--- src/rtl/u8s_pkg.sv ---
// u8s_pkg: shared types, constants and helpers for the utf8 sanitizer
// used by utf8_sanitizer; no dependencies
`default_nettype none

package u8s_pkg;

	// one entry of a result list: a literal byte or a whole U+FFFD
	typedef struct packed {
		logic       repl;
		logic [7:0] value;
	} tok_t;

	// at most four entries per input byte (four replacements = 12 bytes)
	localparam int unsigned TOK_DEPTH = 4;

	localparam logic [7:0] ASCII_LIMIT = 8'h80;
	localparam logic [7:0] LEAD_MIN    = 8'hC2;
	localparam logic [7:0] LEAD_3B     = 8'hE0;
	localparam logic [7:0] LEAD_4B     = 8'hF0;
	localparam logic [7:0] LEAD_MAX    = 8'hF4;
	localparam logic [7:0] CONT_BASE   = 8'h80;
	localparam logic [7:0] CONT_MAX    = 8'h3F;

	localparam logic [15:0] BOUND_2B = 16'h007F;
	localparam logic [15:0] BOUND_3B = 16'h07FF;
	localparam logic [15:0] BOUND_4B = 16'hFFFF;

	localparam logic [20:0] CP_LIMIT = 21'h110000;
	localparam logic [20:0] SURR_LO  = 21'h00D800;
	localparam logic [20:0] SURR_HI  = 21'h00DFFF;

	localparam logic [7:0] REPL_B0 = 8'hEF;
	localparam logic [7:0] REPL_B1 = 8'hBF;
	localparam logic [7:0] REPL_B2 = 8'hBD;

	// position of the final byte inside a replacement
	localparam logic [1:0] REPL_LAST = 2'd2;

	// byte of U+FFFD at a given position
	function automatic logic [7:0] repl_byte(input logic [1:0] pos);
		logic [7:0] r;
		case (pos)
			2'd0:    r = REPL_B0;
			2'd1:    r = REPL_B1;
			default: r = REPL_B2;
		endcase
		return r;
	endfunction

endpackage

`default_nettype wire

--- src/rtl/utf8_sanitizer.sv ---
// utf8_sanitizer: streaming utf-8 validator with U+FFFD replacement
// depends on u8s_pkg (token type, byte constants, replacement bytes)
`default_nettype none

// A byte string enters one byte per transaction, string_end set on its last
// byte. Valid utf-8 sequences leave unchanged; each byte that does not start
// a valid sequence leaves as EF BF BD with is_replacement set. Lead and
// continuation bytes are held until their sequence completes or fails, so an
// input byte may cause no output at all or up to twelve output bytes. The
// input byte is decoded combinationally into a list of up to four entries
// (literal byte or replacement) held in a result register; a serializer then
// emits that list at one output byte per cycle while out_ready is high, and
// holds the input side until the list is done. A new input transaction is
// taken in the same cycle as the last output byte of the previous list, so
// plain ASCII text flows at one byte per cycle while out_ready is high.
// run_last marks the last output of one input byte, string_last the last
// output of a string_end byte. No clearing pass after reset.
module utf8_sanitizer (
	input  wire logic       clk,
	input  wire logic       arst_n,
	input  wire logic       in_valid,
	output logic            in_ready,
	input  wire logic [7:0] in_byte,
	input  wire logic       string_end,
	output logic            out_valid,
	input  wire logic       out_ready,
	output logic [7:0]      out_byte,
	output logic            is_replacement,
	output logic            run_last,
	output logic            string_last
);

	// decoder state: bytes held for an open sequence
	logic [7:0]  pend_q [3];
	logic [1:0]  pend_cnt_q;     // bytes held
	logic [1:0]  need_q;         // continuation bytes still expected
	logic [20:0] part_q;         // code point bits gathered so far
	logic [15:0] bound_q;        // largest overlong value for this lead

	// result register and serializer position
	u8s_pkg::tok_t desc_q [u8s_pkg::TOK_DEPTH];
	logic          desc_valid_q;
	logic [1:0]    desc_last_q;  // index of the final entry
	logic          desc_end_q;   // list belongs to a string_end byte
	logic [1:0]    tok_idx_q;
	logic [1:0]    sub_q;        // byte position inside a replacement

	// next-state and list built from the current input byte
	logic [7:0]    nx_pend [3];
	logic [1:0]    nx_cnt;
	logic [1:0]    nx_need;
	logic [20:0]   nx_part;
	logic [15:0]   nx_bound;
	u8s_pkg::tok_t tok [u8s_pkg::TOK_DEPTH];
	logic [2:0]    tok_n;

	logic in_fire;
	logic out_fire;
	logic desc_done;

	assign in_fire  = in_valid && in_ready;
	assign out_fire = out_valid && out_ready;

	// decode one input byte against the held sequence
	always_comb begin
		logic [7:0]  c;
		logic [20:0] u;
		logic        ok;
		logic        fresh;
		logic [1:0]  need_dec;

		c        = in_byte - u8s_pkg::CONT_BASE;
		u        = {part_q[14:0], c[5:0]};
		need_dec = need_q - 2'd1;
		ok       = ({5'd0, bound_q} < u) && (u < u8s_pkg::CP_LIMIT) &&
		           !((u >= u8s_pkg::SURR_LO) && (u <= u8s_pkg::SURR_HI));
		fresh    = 1'b0;

		nx_pend  = pend_q;
		nx_cnt   = pend_cnt_q;
		nx_need  = need_q;
		nx_part  = part_q;
		nx_bound = bound_q;
		tok_n    = 3'd0;
		for (int i = 0; i < u8s_pkg::TOK_DEPTH; i++) begin
			tok[i] = '{repl: 1'b0, value: 8'h00};
		end

		if (pend_cnt_q == 2'd0) begin
			fresh = 1'b1;
		end else if (c > u8s_pkg::CONT_MAX) begin
			// not a continuation: held bytes fail, byte is rescanned
			for (int i = 0; i < 3; i++) begin
				if (i < int'(pend_cnt_q)) begin
					tok[tok_n[1:0]] = '{repl: 1'b1, value: 8'h00};
					tok_n = tok_n + 3'd1;
				end
			end
			nx_cnt   = 2'd0;
			nx_need  = 2'd0;
			nx_part  = '0;
			nx_bound = '0;
			fresh    = 1'b1;
		end else if (need_dec == 2'd0) begin
			// sequence complete: pass it through or fail every byte
			for (int i = 0; i < 3; i++) begin
				if (i < int'(pend_cnt_q)) begin
					tok[tok_n[1:0]] = '{repl: !ok, value: pend_q[i]};
					tok_n = tok_n + 3'd1;
				end
			end
			tok[tok_n[1:0]] = '{repl: !ok, value: in_byte};
			tok_n    = tok_n + 3'd1;
			nx_cnt   = 2'd0;
			nx_need  = 2'd0;
			nx_part  = '0;
			nx_bound = '0;
		end else if (pend_cnt_q != 2'd3) begin
			nx_pend[pend_cnt_q] = in_byte;
			nx_cnt  = pend_cnt_q + 2'd1;
			nx_need = need_dec;
			nx_part = u;
		end else begin
			// held list full with bytes still expected
			for (int i = 0; i < 3; i++) begin
				tok[tok_n[1:0]] = '{repl: 1'b1, value: 8'h00};
				tok_n = tok_n + 3'd1;
			end
			tok[tok_n[1:0]] = '{repl: 1'b1, value: 8'h00};
			tok_n    = tok_n + 3'd1;
			nx_cnt   = 2'd0;
			nx_need  = 2'd0;
			nx_part  = '0;
			nx_bound = '0;
		end

		if (fresh) begin
			if (in_byte < u8s_pkg::ASCII_LIMIT) begin
				tok[tok_n[1:0]] = '{repl: 1'b0, value: in_byte};
				tok_n = tok_n + 3'd1;
			end else if (in_byte >= u8s_pkg::LEAD_MIN && in_byte <= u8s_pkg::LEAD_MAX) begin
				nx_pend[0] = in_byte;
				nx_cnt     = 2'd1;
				if (in_byte >= u8s_pkg::LEAD_4B) begin
					nx_part  = {18'd0, in_byte[2:0]};
					nx_bound = u8s_pkg::BOUND_4B;
					nx_need  = 2'd3;
				end else if (in_byte >= u8s_pkg::LEAD_3B) begin
					nx_part  = {17'd0, in_byte[3:0]};
					nx_bound = u8s_pkg::BOUND_3B;
					nx_need  = 2'd2;
				end else begin
					nx_part  = {16'd0, in_byte[4:0]};
					nx_bound = u8s_pkg::BOUND_2B;
					nx_need  = 2'd1;
				end
			end else begin
				tok[tok_n[1:0]] = '{repl: 1'b1, value: 8'h00};
				tok_n = tok_n + 3'd1;
			end
		end

		// end of string: whatever is still held is truncated
		if (string_end) begin
			for (int i = 0; i < 3; i++) begin
				if (i < int'(nx_cnt)) begin
					tok[tok_n[1:0]] = '{repl: 1'b1, value: 8'h00};
					tok_n = tok_n + 3'd1;
				end
			end
			nx_cnt   = 2'd0;
			nx_need  = 2'd0;
			nx_part  = '0;
			nx_bound = '0;
		end
	end

	// serializer view of the current entry
	u8s_pkg::tok_t cur;
	logic          tok_done;

	assign cur       = desc_q[tok_idx_q];
	assign tok_done  = !cur.repl || (sub_q == u8s_pkg::REPL_LAST);
	assign desc_done = tok_done && (tok_idx_q == desc_last_q);

	// take the next transaction when the list is empty or leaves this cycle
	assign in_ready = !desc_valid_q || (out_ready && desc_done);

	assign out_valid      = desc_valid_q;
	assign out_byte       = cur.repl ? u8s_pkg::repl_byte(sub_q) : cur.value;
	assign is_replacement = cur.repl;
	assign run_last       = desc_done;
	assign string_last    = desc_done && desc_end_q;

	// decoder control state
	always_ff @(posedge clk or negedge arst_n) begin
		if (!arst_n) begin
			pend_cnt_q <= 2'd0;
			need_q     <= 2'd0;
			part_q     <= '0;
			bound_q    <= '0;
		end else if (in_fire) begin
			pend_cnt_q <= nx_cnt;
			need_q     <= nx_need;
			part_q     <= nx_part;
			bound_q    <= nx_bound;
		end
	end

	// held bytes, only read below the held count
	always_ff @(posedge clk) begin
		if (in_fire) begin
			pend_q <= nx_pend;
		end
	end

	// result register and serializer
	always_ff @(posedge clk or negedge arst_n) begin
		if (!arst_n) begin
			desc_valid_q <= 1'b0;
			tok_idx_q    <= 2'd0;
			sub_q        <= 2'd0;
		end else if (in_fire && tok_n != 3'd0) begin
			desc_valid_q <= 1'b1;
			tok_idx_q    <= 2'd0;
			sub_q        <= 2'd0;
		end else if (out_fire) begin
			if (desc_done) begin
				desc_valid_q <= 1'b0;
				tok_idx_q    <= 2'd0;
				sub_q        <= 2'd0;
			end else if (tok_done) begin
				tok_idx_q <= tok_idx_q + 2'd1;
				sub_q     <= 2'd0;
			end else begin
				sub_q <= sub_q + 2'd1;
			end
		end
	end

	always_ff @(posedge clk) begin
		if (in_fire && tok_n != 3'd0) begin
			desc_q      <= tok;
			desc_last_q <= 2'(tok_n - 3'd1);
			desc_end_q  <= string_end;
		end
	end

	// a string_end transaction leaves nothing held
	assert property (@(posedge clk) disable iff (!arst_n)
		(in_valid && in_ready && string_end) |=> (pend_cnt_q == 2'd0))
		else $error("bytes still held after end of string");

	// held count and expected count are empty together
	assert property (@(posedge clk) disable iff (!arst_n)
		((pend_cnt_q == 2'd0) == (need_q == 2'd0)))
		else $error("held and expected byte counts disagree");

	// a result list only empties through an output transaction
	assert property (@(posedge clk) disable iff (!arst_n)
		$fell(desc_valid_q) |-> $past(out_valid && out_ready && run_last))
		else $error("result list dropped without being sent");

	// a literal byte is never emitted from the middle of a replacement
	assert property (@(posedge clk) disable iff (!arst_n)
		(out_valid && !is_replacement) |-> (sub_q == 2'd0))
		else $error("serializer position off on a literal byte");

endmodule

`default_nettype wire
--- config.mk ---
export PLATFORM = sky130hd
export DESIGN_NAME = utf8_sanitizer
export DESIGN_NICKNAME = d
export VERILOG_FILES = /design/src/rtl/u8s_pkg.sv /design/src/rtl/utf8_sanitizer.sv
export SDC_FILE = /design/constraint.sdc
export NUM_CORES = 1
export LEC_CHECK = 0
export BUFFER_PORTS_ARGS = -buffer_cell sky130_fd_sc_hd__buf_2
export CAP_MARGIN = 20
export CORE_MARGIN = 2
export CORE_UTILIZATION = 35
export DETAILED_ROUTE_END_ITERATION = 10
export PLACE_DENSITY = 0.55
export REMOVE_ABC_BUFFERS = 1
export SLEW_MARGIN = 10
export SYNTH_ARGS = -nofsm -noshare
export SYNTH_HDL_FRONTEND = slang
export SYNTH_SLANG_ARGS = --single-unit
--- constraint.sdc ---
create_clock -name clk -period 5.8 [get_ports clk]
set_input_delay 0.58 -clock clk [delete_from_list [all_inputs] [get_ports clk]]
set_output_delay 0.58 -clock clk [all_outputs]
set_load 0.005 [all_outputs]
# Yosys cells after proc, flatten, opt, wreduce, memory -nomap -nowiden

Index checks and enable logic that the tools add are counted.

Register bits: 109
Bits of input ports: 13
Output and inout port bits: 13

Add/sub/neg operators: 15
$lt $le $gt $ge: 37
Equal/unequal tests: 4
Mux-type cells: 151
Bitwise gates (word level): 32
Reductions and logical operators: 36

Operators with widths:

| cell                 | number |
|---|---|
| $mux 36              | 25 |
| $and 32x32->32       | 6 |
| $not 32->32          | 6 |
| $mux 21              | 8 |
| $demux 9 s2          | 9 |
| $mux 9               | 18 |
| $bwmux 36            | 4 |
| $mux 16              | 9 |
| $mux 24              | 4 |
| $mux 3               | 30 |
| $mux 2               | 26 |
| $mux 8               | 5 |
| $ge 3x3->1 const B   | 11 |
| $not 2->3            | 11 |
| $lt 3x1->1 const B   | 10 |
| $add 3x1->3 const B  | 9 |
| $bwmux 24            | 1 |
| $ge 8x8->1 const B   | 3 |
| $or 4x4->4           | 6 |
| $ge 21x16->1 const B | 1 |
| $le 21x16->1 const B | 1 |
| $lt 16x21->1         | 1 |
| $lt 21x21->1 const B | 1 |
| $logic_and 1x1->1    | 20 |
| 26 further kinds     | 50 |

# Logic depth before layout (Yosys ltp)

Gate-level depths: netlist of the first run.

Depth in word-level cells: 38
Mapped depth: 25

# Worst setup path after synthesis of the first run

Ideal clock, no wire load.

Path kind: reg2reg
Start point: register pend_cnt_q[1]
End point: register desc_end_q, enable pin
Setup time: 400 ps
Data arrival time: 5,569 ps
Path slack: -169 ps
Cell stages (with the launch flop): 25
Path buffers: 1
Path through: dfrtp_1 > clkbuf_1 > inv_1 > ha_1 > xnor2_1 > nor2_1 > a211oi_2 > inv_1 > ha_1 > mux2_2 > ha_1 > a21o_1 > ha_1 > inv_1 > o22ai_1 > a22o_1 > ha_1 > a21oi_1 > nor2_1 > o21ai_0 > o21ai_0 > ha_1 > a21bo_2 > o21a_1 > and2_1

Word-level cells in the longest chain between the ends: 34
Elaborated cells on any way between the ends: 59

Ends and longest elaborated chain:

| item                     | line                                        | RTL |
|---|---|---|
| start: declaration       | utf8_sanitizer.sv:35                        | `logic [1:0] pend_cnt_q;` |
| start signal: assignment | utf8_sanitizer.sv:203                       | `pend_cnt_q <= nx_cnt;` |
| $lt 1x2->1               | utf8_sanitizer.sv:94, utf8_sanitizer.sv:107 |  |
| $mux 1                   | utf8_sanitizer.sv:94, utf8_sanitizer.sv:107 |  |
| $mux 3                   | utf8_sanitizer.sv:104                       | `end else if (need_dec == 2'd0) begin` |
| $mux 3                   | utf8_sanitizer.sv:91                        | `end else if (c > u8s_pkg::CONT_MAX) begin` |
| $mux 3                   | utf8_sanitizer.sv:89                        | `if (pend_cnt_q == 2'd0) begin` |
| $add 3x1->3              | utf8_sanitizer.sv:109                       | `tok_n = tok_n + 3'd1;` |
| $mux 3                   | utf8_sanitizer.sv:107                       | `if (i < int'(pend_cnt_q)) begin` |
| $mux 3                   | utf8_sanitizer.sv:104                       |  |
| [... 18 more ...]        | n/a                                         |  |
| $add 3x1->3              | utf8_sanitizer.sv:168                       | `tok_n = tok_n + 3'd1;` |
| $mux 3                   | utf8_sanitizer.sv:166                       | `if (i < int'(nx_cnt)) begin` |
| $mux 3                   | utf8_sanitizer.sv:164                       | `if (string_end) begin` |
| $add 3x1->3              | utf8_sanitizer.sv:168                       |  |
| $mux 3                   | utf8_sanitizer.sv:166                       |  |
| $mux 3 (*)               | utf8_sanitizer.sv:164                       |  |
| $reduce_bool 3->1 (*)    | utf8_sanitizer.sv:242                       | `if (in_fire && tok_n != 3'd0) begin` |
| $logic_and 1x1->1 (*)    | utf8_sanitizer.sv:242                       |  |
| end signal: assignment   | utf8_sanitizer.sv:245                       | `desc_end_q <= string_end;` |
| end: declaration         | utf8_sanitizer.sv:44                        | `logic desc_end_q;` |

Mark *: on every way between the ends. The rest lies on a longest branch, timed or not. The select of a mux whose other input is x is not followed.
A chain may end at the register's enable or synchronous reset.

# Final worst setup path of the first run

Start point: register pend_cnt_q[1]
End point: register desc_q[3] (netlist name), enable pin

Word-level cells in the longest chain between the ends: 34
Elaborated cells on any way between the ends: 59

Ends and longest elaborated chain:

| item                   | line                                        | RTL |
|---|---|---|
| $lt 1x2->1             | utf8_sanitizer.sv:94, utf8_sanitizer.sv:107 |  |
| $mux 1                 | utf8_sanitizer.sv:94, utf8_sanitizer.sv:107 |  |
| $mux 3                 | utf8_sanitizer.sv:104                       |  |
| $mux 3                 | utf8_sanitizer.sv:91                        |  |
| $mux 3                 | utf8_sanitizer.sv:89                        |  |
| $add 3x1->3            | utf8_sanitizer.sv:109                       |  |
| $mux 3                 | utf8_sanitizer.sv:107                       |  |
| $mux 3                 | utf8_sanitizer.sv:104                       |  |
| [... 18 more ...]      | n/a                                         |  |
| $add 3x1->3            | utf8_sanitizer.sv:168                       |  |
| $mux 3                 | utf8_sanitizer.sv:166                       |  |
| $mux 3                 | utf8_sanitizer.sv:164                       |  |
| $add 3x1->3            | utf8_sanitizer.sv:168                       |  |
| $mux 3                 | utf8_sanitizer.sv:166                       |  |
| $mux 3 (*)             | utf8_sanitizer.sv:164                       |  |
| $reduce_bool 3->1 (*)  | utf8_sanitizer.sv:242                       |  |
| $logic_and 1x1->1 (*)  | utf8_sanitizer.sv:242                       |  |
| end signal: assignment | utf8_sanitizer.sv:243                       | `desc_q <= tok;` |
| end: declaration       | utf8_sanitizer.sv:41                        | `u8s_pkg::tok_t desc_q [u8s_pkg::TOK_DEPTH];` |

Marks and branches as above.

==> out/qor.yml, run 1 <==
run_status:
  status: "finished clean"
critical_path:
  critical_path_required_ns: 5.85
  path_common_cell: "ha_1"
  regToRegStartpoint: "pend_cnt_q[1]$_DFFE_PN0P_"
  path_cells: "inv_2 > ha_2 > xnor2_2 > nor2_1 > a211oi_2 > inv_1 > ha_1 > mux2_2 > ha_1 > a21o_1 > ha_1 > inv_1 > o22ai_1 > a22o_1 > ha_1 > a21oi_1 > nor2_1 > o21ai_0 > o21ai_0 > ha_1 > a21bo_2 > o21a_1 > and2_1 > buf_12"
  endpoint_kind: "flip-flop"
  crit_path_top_delay_cell: "dfrtp_2"
  startpoint_type: "flip-flop"
  crit_arrival_ns: 5.46
  crit_path_max_incr_delay_ns: 0.46
  crit_start: "pend_cnt_q[1]$_DFFE_PN0P_"
  crit_buf_inv: 4
  worstSetupPathType: "reg2reg"
  cp_max_fo: 39
  cp_top_family: "compound AO/OA/AOI/OAI gates"
sta:
  min_period_over_period_pct: 93.28
  relSlewSlack_pct: 27.81
  setup_tns_ns: 0
  hold_viol: 0
  fmax_mhz: 184.8
  worstMarginPinSlew_ns: 1.075
  slew_viol_final: 0
  finalSetupViolCount: 0
  skew_ns: 0.01045
  fin_crit_ns: 5.410
finish:
  fin_nets: 623
  drive_gt1_share_pct: 16.96
  fillers: 1586
  area_growth_pct: 12.18
  antenna_cells: 0
  final_cell_area_sq_um: 6698
route:
  first_pass_iters: 4
  vias_per_cell: 5.422
  drt_iter0_markers: 279
  drc: 0
  wl_microns: 14460
  wl_per_cell_microns: 18.26
  dr_total_vias: 4294
  ant_nets: 0
placed_design:
  gp_congestion: 0.8863
  portBuffers: 25
  dp_hpwl_microns: 10530
  placed_area_sq_um: 6339
floorplan:
  die_h_microns: 134.6
  die_w_microns: 134.6
  rows: 47
  io_pins: 26
  fp.coreArea_sq_um: 16640
  start_util_pct: 35.88
  die_area_sq_um: 18120
yosys:
  syn_area_per_cell_sq_um: 11.02
  ys_seq_area_share_pct: 48.45
  ys_ff_latch: 103
  async_reset_ff_share_pct: 38.83
  syn_area_sq_um: 5971
  synth_cell_type_count: 68
  synth_top_flop_cell: "edfxtp_1"
  synthCells: 542
  yosysWarnings: 0
  synth_edf_count: 63
power_and_ir_drop:
  irDropWorstVdd_uv: 203.2
  powerDensity_nw_per_um2: 465.6
  total_leakage_power_uw: 0.002719
global_route:
  grt_pass1_vias: 4207
  grt_max_degree: 41
  antenna_found_initial: 0
  grt_overflow: 0
  grt_pass1_wl_microns: 23240
  track_usage_pct: 16.51
cts:
  clock_sinks: 103
  max-clock-path-buffers: 2
  cts_tree: "yes"
  path_clk_slew_ns: 0.07
  clock_latency_ns: 0.36
  ctsHtreeMaxLevel: 3
  clock-root-buffer: "clkbuf_16"
  cts_buffers: 9
  ctsHoldBuffers: 0
job:
  maxCapViolCount: 0
worst_hold_path:
  min_path_type: "in2async"
-- cell families after synthesis --
| kind of cell | synth area share [%] |
|---|---|
| AOI/OAI and AO/OA | 19.85 |
| and+or+nand+nor | 13.06 |
| DFF | 48.45 |
| buffers and inverters | 4.086 |
| adders and majority gates | 9.011 |
| muxes | 4.526 |
| xor gates and xnor gates | 1.027 |
-- report_power, final --
part	switching, uW	internal [uW]	total, uW
registers	133	976	1110
clock network	287	344	631
logic	781	598	1380
total	1200	1920	3120
-- synth_stat cells, drive strengths merged, types with 4 or more instances --
cell / instances / area, sq um
edfxtp: 63 / 1892
ha: 43 / 538.0
nand2: 42 / 160.2
dfrtp: 40 / 1001
a21oi: 38 / 201.5
nor2: 38 / 150.1
inv: 32 / 120.1
o21ai: 32 / 163.9
a22o: 26 / 227.7
nor3: 16 / 96.35
buf: 13 / 82.57
clkbuf: 11 / 41.29
a21o: 10 / 75.07
a22oi: 10 / 75.07
mux4: 9 / 202.7
o21a: 9 / 67.56
nand2b: 8 / 50.05
nor2b: 7 / 43.79
o22ai: 7 / 50.05
a211oi: 6 / 60.06
and2: 6 / 37.54
nand3: 6 / 30.03
or2: 6 / 37.54
and3: 5 / 31.28
nor3b: 5 / 48.80
xnor2: 5 / 43.79
a221o: 4 / 40.04
nor4: 4 / 40.04
-- area by class of cell --
cell class | count | area (sq um) | area share, %
flip-flops and latches | 103 | 2895 | 43.23
multi-input cells | 383 | 2860 | 42.71
well taps | 220 | 275.3 | 4.110
repair buffers | 38 | 235.2 | 3.512
clock buffers | 9 | 225.2 | 3.363
inverters | 32 | 120.1 | 1.793
clock inverters | 7 | 86.33 | 1.289
-- routing by layer --
metal  wire length [microns]  up-vias  global-route usage, %
met5                       0        -                      0
met2                    6866      110                  27.18
li1                        -     2082                      -
met4                      93        0                  3.275
met1                    6851     2097                  22.86
met3                     653        5                  3.266
-- layout by cell type (no fill, tap or decap), drive strengths merged, types with 3 or more instances in the layout --
master,n
mux2,3
a22o,26
nor4,4
nand2b,8
a221o,4
nand3,6
mux4,9
a211oi,6
a21o,10
or2,6
o22a,3
a311oi,3
nor3b,5
dfrtp,40
o22ai,7
o21ai,32
edfxtp,63
a21oi,38
a22oi,10
and3,5
clkbuf,9
inv,36
xnor2,5
nor3,16
nor2,38
a31oi,3
and2,6
buf,38
ha,43
o21a,9
a2bb2oi,3
mux2i,3
nand2,42
nor2b,7
-- metrics by stage --
stage	hold slack (ns)	total power, uW	setup WS (ns)	std cells	util [%]
2_1_floorplan	0.2844	2070	-0.8645	518	-
3_3_place_gp	0.4531	2449	0.3753	773	38.09
3_5_place_dp	0.4592	2478	0.1227	773	38.09
4_1_cts	0.4034	3121	0.1031	789	39.96
5_1_grt	0.4438	3366	-0.01440	792	40.25
6_report	0.3815	3119	0.3896	792	40.25
-- worst reg2reg max path: stages, from the launching register on --
cell and delay [ns]:
dfrtp_2 0.46, inv_2 0.13, ha_2 0.23, xnor2_2 0.14, nor2_1 0.07, a211oi_2 0.22, inv_1 0.14, ha_1 0.30
mux2_2 0.30, ha_1 0.35, a21o_1 0.20, ha_1 0.30, inv_1 0.05, o22ai_1 0.21, a22o_1 0.20, ha_1 0.24
a21oi_1 0.14, nor2_1 0.05, o21ai_0 0.15, o21ai_0 0.13, ha_1 0.22, a21bo_2 0.22, o21a_1 0.20, and2_1 0.20
buf_12 0.23
-- worst paths after layout --
kind                                              to  slack, ns  cells after the start
max                              desc_q[3]$_DFFE_PP_       0.39                     24
max in group asynchronous  pend_cnt_q[0]$_DFFE_PN0P_       4.75                      1
min                           part_q[11]$_DFFE_PN0P_       0.38                      1
min in group clk              bound_q[0]$_DFFE_PN0P_       0.48                      1
max reg2reg                      desc_q[3]$_DFFE_PP_       0.39                     24
min reg2reg                   bound_q[0]$_DFFE_PN0P_       0.48                      1
-- repair_timing --
item / in CTS / in global routing
setup buffers: 0 / 3
endpoints found under the setup margin: 0 / 39
gates resized for setup: 0 / 9
(Power assumes the default switching activity.)
==> run 2, diff against run 1 <==
- ABC_AREA: not set -> 1
- ABC_CLOCK_PERIOD_IN_PS: not set -> 5800
- CTS_BUF_LIST: not set -> sky130_fd_sc_hd__clkbuf_8
==> run 2 against run 1 <==
  * Count of clock-buffer cells in the layout stayed put
  * Synthesized cell count grew 30%
  * Setup slack better by 0.26 ns
  * Hold slack lost 0.36 ns
  * Wire length grew 7.0%
  * Register-to-register slack improved by 0.26 ns
  * Final area rose by 1.7%
  * Clock power down 30%
  * Sequential share of layout area down 0.77 points
  * Utilization fell by 1.1 points
  * Critical path type unchanged
  * First-iteration DRC count increased by 45%
==> out/qor.yml, run 2 <==
global_route:
  grt_overflow: 0
  grt_pass1_vias: 4916
  grt_pass1_wl_microns: 25220
  antenna_found_initial: 0
  track_usage_pct: 17.33
  grt_max_degree: 41
yosys:
  async_reset_ff_share_pct: 38.83
  synth_top_flop_cell: "edfxtp_1"
  yosysMostFrequentCell: "nand2_1"
  synth_area_leaders: "edfxtp_1, dfrtp_1, ha_1"
  synthTopCellsByCount: "nand2_1, inv_1, nor2_1"
  yosys.area.top_type: "edfxtp_1"
  yosysWarnings: 0
  synthCells: 707
  yosys.area.top_type_share_pct: 30.20
  syn_area_sq_um: 6265
  ys_ff_latch: 103
  synth_cell_type_count: 47
  ys_seq_area_share_pct: 46.18
  synth_edf_count: 63
  syn_area_per_cell_sq_um: 8.861
route:
  first_pass_iters: 5
  ant_nets: 0
  routed.top_layer: "met4"
  dr_total_vias: 4952
  wl_met1_microns: 7149
  drt_iter0_markers: 404
  wl_microns: 15480
  vias_per_cell: 5.164
  routed-wl-met2_microns: 7214
  drc: 0
  wl_per_cell_microns: 16.14
  wl_met3_microns: 852
finish:
  final_cell_area_sq_um: 6813
  final_cells: 959
  area_growth_pct: 8.748
  final_cell_mix: "nand2_1, inv_1, nor2_1"
  antenna_cells: 0
  fin_nets: 785
  layout_commonest_cell: "nand2_1"
  utilization_pct: 39.12
  drive_gt1_share_pct: 12.94
cts:
  cts_setup_buffers: 0
  clock_latency_ns: 0.39
  ctsHoldBuffers: 0
  cts-resized-gates: 0
  path_clk_slew_ns: 0.10
  max-clock-path-buffers: 2
  ctsHtreeMaxLevel: 3
  cts_tree: "yes"
  clock_sinks: 103
  clock-root-buffer: "clkbuf_8"
  cts_buffers: 9
floorplan:
  die_h_microns: 137.8
  fp.coreArea_sq_um: 17420
  die_area_sq_um: 18990
  start_util_pct: 35.97
  rows: 48
  die_w_microns: 137.8
  io_pins: 26
placed_design:
  place_inst: 941
  dp_hpwl_microns: 11400
  portBuffers: 25
  gp_congestion: 0.8547
  placed_area_sq_um: 6603
critical_path:
  r2r_slack_ns: 0.65
  startpoint_type: "flip-flop"
  crit_arrival_ns: 5.19
  regToRegStartpoint: "pend_cnt_q[0]$_DFFE_PN0P_"
  cp_max_fo: 39
  worstRegToRegCells: 24
  rr_endpoint: "desc_q[25]$_DFFE_PP_"
  worstSetupPathType: "reg2reg"
  endpoint_kind: "flip-flop"
  critical_path_required_ns: 5.85
sta:
  holdWs_ns: 0.02070
  fmax_mhz: 194.2
  finalSetupViolCount: 0
  slew_viol_final: 0
  hold_viol: 0
  worstMarginPinSlew_ns: 0.9749
  min_period_over_period_pct: 88.78
  relSlewSlack_pct: 34.50
  fin_crit_ns: 5.149
  setup_tns_ns: 0
  rsz0062_at_grt: "no"
  skew_ns: 0.008457
power_and_ir_drop:
  irDropWorstVdd_uv: 216.4
  total_leakage_power_uw: 0.002902
  powerDensity_nw_per_um2: 395.9
job:
  maxCapViolCount: 0
run_status:
  status: "finished clean"
worst_hold_path:
  min_path_type: "in2async"
## run 2: how the worst max path moves through the flow
stage | slack, ns | to | startpoint | depth (start not counted)
after CTS | 0.64 | desc_q[13]$_DFFE_PP_ | pend_cnt_q[0]$_DFFE_PN0P_ | 24
after global placement | 0.59 | desc_q[0]$_DFFE_PP_ | in_byte[7] | 25
after detailed placement | 0.45 | desc_q[2]$_DFFE_PP_ | in_byte[7] | 25
after global routing | 0.17 | desc_q[13]$_DFFE_PP_ | pend_cnt_q[0]$_DFFE_PN0P_ | 24
final | 0.65 | desc_q[25]$_DFFE_PP_ | pend_cnt_q[0]$_DFFE_PN0P_ | 24
after floorplan | -0.39 | desc_end_q$_DFFE_PP_ | pend_cnt_q[1]$_DFFE_PN0P_ | 24
## run 2: per-layer routing
metal / vias to the layer above / GRT usage (%)
li1: 2471 / -
met1: 2313 / 22.80
met2: 146 / 28.94
met3: 22 / 3.385
met4: 0 / 5.215
met5: - / 0
## run 2: layout make-up
| class | count | area [sq um] |
|---|---|---|
| Timing Repair Buffer | 31 | 180.2 |
| Inverter | 99 | 371.6 |
| Clock buffer | 9 | 123.9 |
| Fill cell | 1754 | 10600 |
| Clock inverter | 7 | 61.31 |
| Sequential cell | 103 | 2893 |
| Multi-Input combinational cell | 485 | 2902 |
| Tap cell | 225 | 281.5 |
## run 2: per-stage QoR
step           setup slack (ns)  total power, uW
3_3_place_gp             0.5948             2242
4_1_cts                  0.6411             2724
2_1_floorplan           -0.3887             1907
6_report                 0.6510             2697
5_1_grt                  0.1674             2930
3_5_place_dp             0.4462             2277
## run 2: cells by family after synthesis
logic type | synth area share (%)
compound gates | 17.16
buf+inv | 7.509
flops | 46.18
simple gates | 19.61
xor+xnor | 0.9589
fa+ha+maj | 8.588
## run 2: where the power goes
| part | switching (uW) | internal, uW | leakage (uW) |
|---|---|---|---|
| logic | 786 | 410 | 0.00168 |
| clock network | 276 | 166 | 0.0000945 |
| registers | 96.1 | 963 | 0.00113 |
| total | 1160 | 1540 | 0.00290 |
## run 2: critical path: stages, from the launching register on
cell and delay, ns:
dfrtp_1 0.46, inv_1 0.14, ha_1 0.23, buf_4 0.24
nor3_1 0.28, a21oi_2 0.09, ha_1 0.32, o21ai_2 0.24
inv_1 0.10, ha_1 0.29, o21ai_2 0.23, inv_1 0.10
ha_1 0.30, o21ai_2 0.21, inv_1 0.09, ha_1 0.29
nand3_1 0.08, a31oi_1 0.10, ha_1 0.21, o21ai_0 0.07
inv_1 0.06, nand2_2 0.08, nand2_4 0.08, inv_1 0.08
buf_4 0.39
